File: src/design/kmrg_pkg.sv
`timescale 1ns / 1ps
`default_nettype none

package kmrg_pkg;

    localparam int SRC_BITS        = 3;
    localparam int KEY_W           = 64;
    localparam int START_W         = 64;
    localparam int CFG_W           = 4;
    localparam int NUM_SOURCES_DEF = 8;
    localparam int KEY_BITS_DEF    = 64;
    localparam logic [CFG_W-1:0] ACTIVE_RESET = 4'd8;

    typedef struct packed {
        logic                valid;
        logic [SRC_BITS-1:0] src;
        logic [START_W-1:0]  start;
    } meta_t;

    typedef struct packed {
        logic insert;
        logic emit;
    } ctl_t;

endpackage

`default_nettype wire

File: src/design/kmrg_cell.sv
`timescale 1ns / 1ps
`default_nettype none

module kmrg_cell #(
    parameter int KEY_BITS = kmrg_pkg::KEY_BITS_DEF
) (
    input  wire logic                        clk,
    input  wire logic                        rst_n,
    input  wire kmrg_pkg::ctl_t              ctl,
    input  wire logic [kmrg_pkg::CFG_W-1:0]  active_sources,
    input  wire kmrg_pkg::meta_t             new_meta,
    input  wire logic [KEY_BITS-1:0]         new_key,
    input  wire kmrg_pkg::meta_t             left_meta,
    input  wire logic [KEY_BITS-1:0]         left_key,
    input  wire logic                        lt_left,
    input  wire kmrg_pkg::meta_t             right_lp_meta,
    input  wire logic [KEY_BITS-1:0]         right_lp_key,
    input  wire logic                        seen_in,
    output kmrg_pkg::meta_t                  cur_meta,
    output logic [KEY_BITS-1:0]              cur_key,
    output logic                             lt,
    output kmrg_pkg::meta_t                  lp_meta,
    output logic [KEY_BITS-1:0]              lp_key,
    output logic                             lp_elig,
    output logic                             seen_out,
    output logic                             pick
);

    logic                              valid_reg;
    logic [kmrg_pkg::SRC_BITS-1:0]     src_reg;
    logic [kmrg_pkg::START_W-1:0]      start_reg;
    logic [KEY_BITS-1:0]               key_reg;
    kmrg_pkg::meta_t                   meta_next;
    logic [KEY_BITS-1:0]               key_next;
    logic                              rm;

    always_comb
    begin
        cur_meta.valid = valid_reg;
        cur_meta.src   = src_reg;
        cur_meta.start = start_reg;
        cur_key        = key_reg;
    end

    // new record goes ahead of this entry when it orders lower or the slot is empty
    assign lt = ctl.insert &&
                (!valid_reg || ({new_key, new_meta.src} < {key_reg, src_reg}));

    always_comb
    begin
        if (lt_left)
        begin
            lp_meta = left_meta;
            lp_key  = left_key;
        end
        else if (lt)
        begin
            lp_meta = new_meta;
            lp_key  = new_key;
        end
        else
        begin
            lp_meta = cur_meta;
            lp_key  = key_reg;
        end
    end

    assign lp_elig  = lp_meta.valid &&
                      (kmrg_pkg::CFG_W'(lp_meta.src) < active_sources);
    assign seen_out = seen_in || lp_elig;
    assign pick     = lp_elig && !seen_in;
    assign rm       = ctl.emit && seen_out;

    always_comb
    begin
        if (rm)
        begin
            meta_next = right_lp_meta;
            key_next  = right_lp_key;
        end
        else
        begin
            meta_next = lp_meta;
            key_next  = lp_key;
        end
    end

    always_ff @(posedge clk or negedge rst_n)
    begin
        if (!rst_n)
        begin
            valid_reg <= 1'b0;
        end
        else
        begin
            valid_reg <= meta_next.valid;
        end
    end

    always_ff @(posedge clk)
    begin
        src_reg   <= meta_next.src;
        start_reg <= meta_next.start;
        key_reg   <= key_next;
    end

endmodule

`default_nettype wire

File: src/design/k_way_sorted_merge.sv
`timescale 1ns / 1ps
`default_nettype none

// Merges up to NUM_SOURCES ascending record streams into one stream ordered by end key,
// ties going to the lower source index. Heads live in a row of cells kept sorted by
// (end key, source); a transfer from an active, unfinished source with no head inserts
// its record; once every active source holds a head or is finished, a transfer also
// removes the first head of an active source in the same cycle, one record per cycle.
// A result is presented in the output register the cycle after its transfer; the input
// stalls only while it is full and stalled. Reset needs no clearing pass. cfg_wdata sets
// active_sources (reset 8); the user writes it only while idle, which is not enforced.
module k_way_sorted_merge #(
    parameter int NUM_SOURCES = kmrg_pkg::NUM_SOURCES_DEF,
    parameter int KEY_BITS    = kmrg_pkg::KEY_BITS_DEF
) (
    input  wire logic                           clk,
    input  wire logic                           rst_n,
    input  wire logic                           cfg_we,
    input  wire logic [kmrg_pkg::CFG_W-1:0]     cfg_wdata,
    input  wire logic                           in_valid,
    output logic                                in_stall,
    input  wire logic [kmrg_pkg::SRC_BITS-1:0]  source,
    input  wire logic [kmrg_pkg::START_W-1:0]   start_key,
    input  wire logic [kmrg_pkg::KEY_W-1:0]     end_key,
    input  wire logic                           source_last,
    output logic                                out_valid,
    input  wire logic                           out_stall,
    output logic [kmrg_pkg::SRC_BITS-1:0]       from_source,
    output logic [kmrg_pkg::START_W-1:0]        out_start_key,
    output logic [kmrg_pkg::KEY_W-1:0]          out_end_key,
    output logic                                merge_last
);

    logic [kmrg_pkg::CFG_W-1:0]     active_sources_reg;
    logic [NUM_SOURCES-1:0]         hv_reg;
    logic [NUM_SOURCES-1:0]         hv_mid;
    logic [NUM_SOURCES-1:0]         hv_next;
    logic [NUM_SOURCES-1:0]         fin_reg;
    logic [NUM_SOURCES-1:0]         fin_mid;
    logic [NUM_SOURCES-1:0]         fin_next;
    logic [NUM_SOURCES-1:0]         act;
    logic [NUM_SOURCES-1:0]         src_hot;
    logic [NUM_SOURCES-1:0]         pick_src_hot;
    logic [NUM_SOURCES-1:0]         elig;
    logic [NUM_SOURCES-1:0]         pick;
    logic [NUM_SOURCES-1:0]         lt;
    logic [NUM_SOURCES-1:0]         seen;
    logic [NUM_SOURCES-1:0]         cell_valid;

    kmrg_pkg::meta_t                cur_meta [NUM_SOURCES];
    logic [KEY_BITS-1:0]            cur_key  [NUM_SOURCES];
    kmrg_pkg::meta_t                lp_meta  [NUM_SOURCES];
    logic [KEY_BITS-1:0]            lp_key   [NUM_SOURCES];

    kmrg_pkg::meta_t                new_meta;
    logic [KEY_BITS-1:0]            new_key;
    kmrg_pkg::meta_t                pick_meta;
    logic [KEY_BITS-1:0]            pick_key;
    kmrg_pkg::ctl_t                 ctl;

    logic                           accept;
    logic                           absorb;
    logic                           ready;
    logic                           emit;
    logic                           done;

    logic                           out_valid_reg;
    logic [kmrg_pkg::SRC_BITS-1:0]  from_source_reg;
    logic [kmrg_pkg::START_W-1:0]   out_start_reg;
    logic [KEY_BITS-1:0]            out_key_reg;
    logic                           merge_last_reg;

    assign in_stall = out_valid_reg && out_stall;
    assign accept   = in_valid && !in_stall;

    genvar g;
    generate
        for (g = 0; g < NUM_SOURCES; g++)
        begin : g_src
            assign act[g]          = 32'(active_sources_reg) > 32'(g);
            assign src_hot[g]      = 32'(source) == 32'(g);
            assign pick_src_hot[g] = 32'(pick_meta.src) == 32'(g);
            assign cell_valid[g]   = cur_meta[g].valid;
        end
    endgenerate

    assign absorb = accept && |(src_hot & act & ~fin_reg & ~hv_reg);

    assign new_meta.valid = 1'b1;
    assign new_meta.src   = source;
    assign new_meta.start = start_key;
    assign new_key        = end_key[KEY_BITS-1:0];

    assign hv_mid  = hv_reg | (absorb ? src_hot : '0);
    assign fin_mid = fin_reg | ((absorb && source_last) ? src_hot : '0);
    assign ready   = &(~act | hv_mid | fin_mid);
    assign emit    = accept && ready && (|elig);
    assign done    = emit && (&(~act | fin_mid)) &&
                     ((elig & (elig - NUM_SOURCES'(1))) == '0);

    assign hv_next  = hv_mid & ~(emit ? pick_src_hot : '0);
    assign fin_next = done ? '0 : fin_mid;

    assign ctl.insert = absorb;
    assign ctl.emit   = emit;

    generate
        for (g = 0; g < NUM_SOURCES; g++)
        begin : g_cell
            kmrg_pkg::meta_t      left_meta;
            logic [KEY_BITS-1:0]  left_key;
            logic                 lt_left;
            kmrg_pkg::meta_t      right_meta;
            logic [KEY_BITS-1:0]  right_key;
            logic                 seen_in;

            if (g == 0)
            begin : g_head
                assign left_meta = '0;
                assign left_key  = '0;
                assign lt_left   = 1'b0;
                assign seen_in   = 1'b0;
            end
            else
            begin : g_body
                assign left_meta = cur_meta[g-1];
                assign left_key  = cur_key[g-1];
                assign lt_left   = lt[g-1];
                assign seen_in   = seen[g-1];
            end

            if (g == NUM_SOURCES - 1)
            begin : g_tail
                assign right_meta = '0;
                assign right_key  = '0;
            end
            else
            begin : g_mid
                assign right_meta = lp_meta[g+1];
                assign right_key  = lp_key[g+1];
            end

            kmrg_cell #(
                .KEY_BITS(KEY_BITS)
            ) u_cell (
                .clk           (clk),
                .rst_n         (rst_n),
                .ctl           (ctl),
                .active_sources(active_sources_reg),
                .new_meta      (new_meta),
                .new_key       (new_key),
                .left_meta     (left_meta),
                .left_key      (left_key),
                .lt_left       (lt_left),
                .right_lp_meta (right_meta),
                .right_lp_key  (right_key),
                .seen_in       (seen_in),
                .cur_meta      (cur_meta[g]),
                .cur_key       (cur_key[g]),
                .lt            (lt[g]),
                .lp_meta       (lp_meta[g]),
                .lp_key        (lp_key[g]),
                .lp_elig       (elig[g]),
                .seen_out      (seen[g]),
                .pick          (pick[g])
            );
        end
    endgenerate

    always_comb
    begin
        pick_meta = '0;
        pick_key  = '0;
        for (int i = 0; i < NUM_SOURCES; i++)
        begin
            pick_meta = pick_meta | (pick[i] ? lp_meta[i] : '0);
            pick_key  = pick_key  | (pick[i] ? lp_key[i]  : '0);
        end
    end

    always_ff @(posedge clk or negedge rst_n)
    begin
        if (!rst_n)
        begin
            active_sources_reg <= kmrg_pkg::ACTIVE_RESET;
            hv_reg             <= '0;
            fin_reg            <= '0;
            out_valid_reg      <= 1'b0;
        end
        else
        begin
            if (cfg_we)
            begin
                active_sources_reg <= cfg_wdata;
            end
            if (accept)
            begin
                hv_reg        <= hv_next;
                fin_reg       <= fin_next;
                out_valid_reg <= emit;
            end
            else if (!out_stall)
            begin
                out_valid_reg <= 1'b0;
            end
        end
    end

    // hold the result until its transfer
    always_ff @(posedge clk)
    begin
        if (emit)
        begin
            from_source_reg <= pick_meta.src;
            out_start_reg   <= pick_meta.start;
            out_key_reg     <= pick_key;
            merge_last_reg  <= done;
        end
    end

    assign out_valid     = out_valid_reg;
    assign from_source   = from_source_reg;
    assign out_start_key = out_start_reg;
    assign out_end_key   = kmrg_pkg::KEY_W'(out_key_reg);
    assign merge_last    = merge_last_reg;

    a_heads_match_cells: assert property (@(posedge clk) disable iff (!rst_n)
        $countones(hv_reg) == $countones(cell_valid))
        else $error("held head count differs from occupied cells");

    a_cells_packed: assert property (@(posedge clk) disable iff (!rst_n)
        (cell_valid & (cell_valid + NUM_SOURCES'(1))) == '0)
        else $error("occupied cells not packed at the front of the row");

    a_done_clears: assert property (@(posedge clk) disable iff (!rst_n)
        (accept && done) |=> (fin_reg == '0) && out_valid_reg && merge_last_reg)
        else $error("end of merge did not clear finished sources");

    a_emit_needs_head: assert property (@(posedge clk) disable iff (!rst_n)
        emit |-> $onehot(pick) && ((hv_mid & pick_src_hot) != '0))
        else $error("emitted record has no held head");

endmodule

`default_nettype wire
File: config.mk
export PLATFORM = sky130hd
export DESIGN_NAME = k_way_sorted_merge
export DESIGN_NICKNAME = d
export VERILOG_FILES = /design/src/design/kmrg_pkg.sv /design/src/design/kmrg_cell.sv /design/src/design/k_way_sorted_merge.sv
export SDC_FILE = /design/constraint.sdc
export NUM_CORES = 2
export LEC_CHECK = 0
export BUFFER_PORTS_ARGS = -buffer_cell sky130_fd_sc_hd__buf_4
export CAP_MARGIN = 25
export CORE_ASPECT_RATIO = 1.1
export CORE_MARGIN = 2
export CORE_UTILIZATION = 40
export DETAILED_ROUTE_END_ITERATION = 6
export PLACE_DENSITY = 0.55
export SLEW_MARGIN = 20
export SYNTH_ARGS = -nofsm -noshare
export SYNTH_HDL_FRONTEND = slang
export SYNTH_SLANG_ARGS = --single-unit
File: constraint.sdc
create_clock -name clk -period 10.5 [get_ports clk]
set_input_delay 0 -clock clk [delete_from_list [all_inputs] [get_ports clk]]
set_output_delay 0 -clock clk [all_outputs]
set_load 0.005 [all_outputs]
==> results.json <==
{
  "crit_fanout": 60,
  "synth_top_area_share_pct": 27.5,
  "cp-startpoint": "g_cell[0].u_cell.cur_key[61]",
  "grt_max_degree": 203,
  "drt-total-wl_um": 267000,
  "yosysWarnings": 0,
  "wl_met3_um": 16000,
  "fp.dieH_um": 462,
  "power.total_mw": 29.4,
  "ios": 275,
  "port_buffers": 274,
  "comb_power_share_pct": 53.4,
  "setup_tns_ns": 0,
  "fp-row-count": 168,
  "drive_above_1_share_pct": 6.67,
  "globalplace.congestion": 0.900,
  "synth_top_family_by_area": "compound AO/OA/AOI/OAI gates",
  "seq_power_share_pct": 29.2,
  "ys_types": 92,
  "synthesis.nets": 10400,
  "nets": 10300,
  "p_leak_nw": 40.2,
  "failed_checks": "design-rule violations",
  "cts_max_path_buffers": 3,
  "ir_drop_v": 0.000346,
  "path_clk_slew_ns": 0.06,
  "p_sw_mw": 13.3,
  "met2RoutedLength_um": 124000,
  "grt_pass1_vias": 66400,
  "vias": 70400,
  "wl_met1_um": 118000,
  "rsz0062_at_grt": "no",
  "synth-adder-area-share_pct": 8.96,
  "worstHoldStart": "start_key[59]",
  "cts_setup_buffers": 0,
  "syn2layout_area_growth_pct": 12.7,
  "grt_pass1_wl_um": 402000,
  "dpl_cell_area_mm2": 0.0796,
  "synthSimpleGateAreaFrac_pct": 14.5,
  "reg2reg_from": "g_cell[0].u_cell.cur_key[61]",
  "synth_compound_area_share_pct": 21.1,
  "ff2ff_path_depth": 19,
  "grt_use_total_pct": 26.6,
  "post-route-cell-area_mm2": 0.0859,
  "synth_most_common_cell": "nor2_1",
  "synthMuxAreaShare_pct": 14.7,
  "dp_hpwl_um": 171000,
  "via_per_inst": 5.74,
  "clkPwrFrac_pct": 17.3,
  "ys_seq_area_share_pct": 33.7,
  "clk_latency_ns": 0.81,
  "cts_sinks": 1209,
  "worstPathRequired_ns": 11.00,
  "ant_nets": 0,
  "critPathArrivalTime_ns": 8.98,
  "maxSlewHeadroom_pct": 17.8,
  "status": "complete, but fails checks",
  "synth.largest_area_cell": "dfxtp_1",
  "setup_viol": 0,
  "core_mm2": 0.190,
  "maxSlewViolCount": 0,
  "filler_cell_count": 19100,
  "die_x_um": 420,
  "whs_ns": 0.149,
  "dr.first_iter.drc_count": 5371,
  "multiInputGateArea_mm2": 0.0454,
  "grt-ovfl-total": 0,
  "report.final.hold_viol_count": 0,
  "numCtsBuffers": 144,
  "synthTopCellsByArea": "dfxtp_1, mux2i_1, ha_1, a21oi_1, nor2_1",
  "antenna_found_initial": 23,
  "ys.flop_type": "dfxtp_1",
  "seq_area_mm2": 0.0257,
  "start_util_pct": 40.1,
  "max_freq_mhz": 118,
  "cp-start-kind": "flop",
  "critPathKind": "flop to flop",
  "finClkSkew_ns": 0.0383,
  "hold_depth": 4,
  "synth_common_cells": "nor2_1, a21oi_1, mux2i_1",
  "switching_share_pct": 45.3,
  "post_drt_wl_per_cell_um": 21.7,
  "cts_tree": "yes",
  "synth-edff-count": 132,
  "maxCapViolCount": 0,
  "drt_pre_antenna_iters": 7,
  "syn_inst": 9710,
  "fin_crit_ns": 8.48,
  "synth-async-reset-ratio_pct": 2.40,
  "die_area_mm2": 0.194,
  "ys_ff_latch": 1209,
  "synth-xor-area-share_pct": 0.0460,
  "power.density_mw_per_mm2": 342,
  "top_layer": "met5",
  "avgSynthCellArea_um2": 7.85,
  "htreeDepth": 4,
  "intPower_mw": 16.1,
  "worstMarginPinSlew_ns": 1.22,
  "cts_root_buf": "clkbuf_16",
  "drc": 4,
  "hp-class": "primary input to flop",
  "synthesis.area_mm2": 0.0762,
  "final.period_utilization_pct": 80.7,
  "end_kind": "flop"
}
[layer usage]
layer | up-vias | track usage [%]
met3 | 421 | 3.58
met4 | 18 | 8.38
met2 | 2156 | 44.7
met5 | - | 0
met1 | 33900 | 35.2
li1 | 34000 | -
[per-stage QoR]
step | utilization [%] | setup slack, ns | std cells
after detailed placement | 41.9 | 1.65 | 11800
after global routing | 45.2 | 1.66 | 12300
final | 45.2 | 2.02 | 12300
after floorplan | - | 1.92 | 9710
after CTS | 45.1 | 1.62 | 12300
after global placement | 41.9 | 1.71 | 11800
[cells in the final DEF (no fill, tap or decap), types with 145 or more instances in the layout]
cell and n:
nor2_1 1540, a21oi_1 1244, mux2i_1 1110, dfxtp_1 1048, nand2_1 944, o21ai_0 624
inv_1 567, ha_1 544, buf_4 342, o221ai_1 260, a211oi_1 151, a31oi_1 148
clkbuf_16 147, dlygate4sd3_1 145
[area by class of cell]
| type | count | share of cell area, % |
|---|---|---|
| sequential | 1209 | 29.9 |
| multi-input combinational | 7145 | 52.9 |
| clock inverter | 35 | 0.493 |
| inverter | 570 | 2.50 |
| tap | 2550 | 3.72 |
| timing repair buffer | 520 | 5.47 |
| clock buffer | 229 | 5.00 |
| antenna | 5 | 0.0146 |
[power by group through the flow]
stage | combinational (mW) | clock (mW) | sequential [mW]
after floorplan | 11.4 | 0 | 8.24
after global placement | 15.2 | 0 | 8.60
after detailed placement | 15.5 | 0 | 8.67
after CTS | 15.6 | 5.19 | 8.58
after global routing | 17.6 | 5.35 | 8.85
final | 15.7 | 5.09 | 8.59
[critical path: stages (launching register included)]
cell and delay, ns:
dfxtp_1 0.38, inv_1 0.06, ha_1 0.32, nand4_1 0.22, nor4_1 0.64, nor4b_1 0.94
nand4_1 0.37, a31oi_1 0.65, o21a_4 0.68, a31oi_1 0.34, ha_1 0.31, a2111oi_2 0.42
o21ai_1 0.16, o21ai_1 0.45, nor2_1 0.16, nand2_4 0.77, buf_12 0.46, o221ai_1 0.33
a211oi_1 0.24, o221ai_1 0.14
[cells by family after synthesis]
group	Yosys count
AND/OR/NAND/NOR	2764
AO/OA/AOI/OAI	2715
XOR/XNOR	4
buffers and inverters	1356
adder cells (fa/ha/maj)	546
multiplexers	1116
flip-flops	1209
[repair_timing]
action,in CTS,in global routing
hold buffers,146,0
endpoints found under the hold margin,1219,0
gates resized for setup,0,0
[final timing paths]
path | endpoint | slack (ns)
max in group asynchronous | out_valid | 9.85
min in group asynchronous | active_sources_reg[3] | 0.42
min reg2reg | g_cell[7].u_cell.cur_key[27] | 0.51
max | out_end_key[25] | 2.02
min | g_cell[0].u_cell.start_reg[59] | 0.15
max reg2reg | out_end_key[25] | 2.02
(Power assumes the default switching activity.)
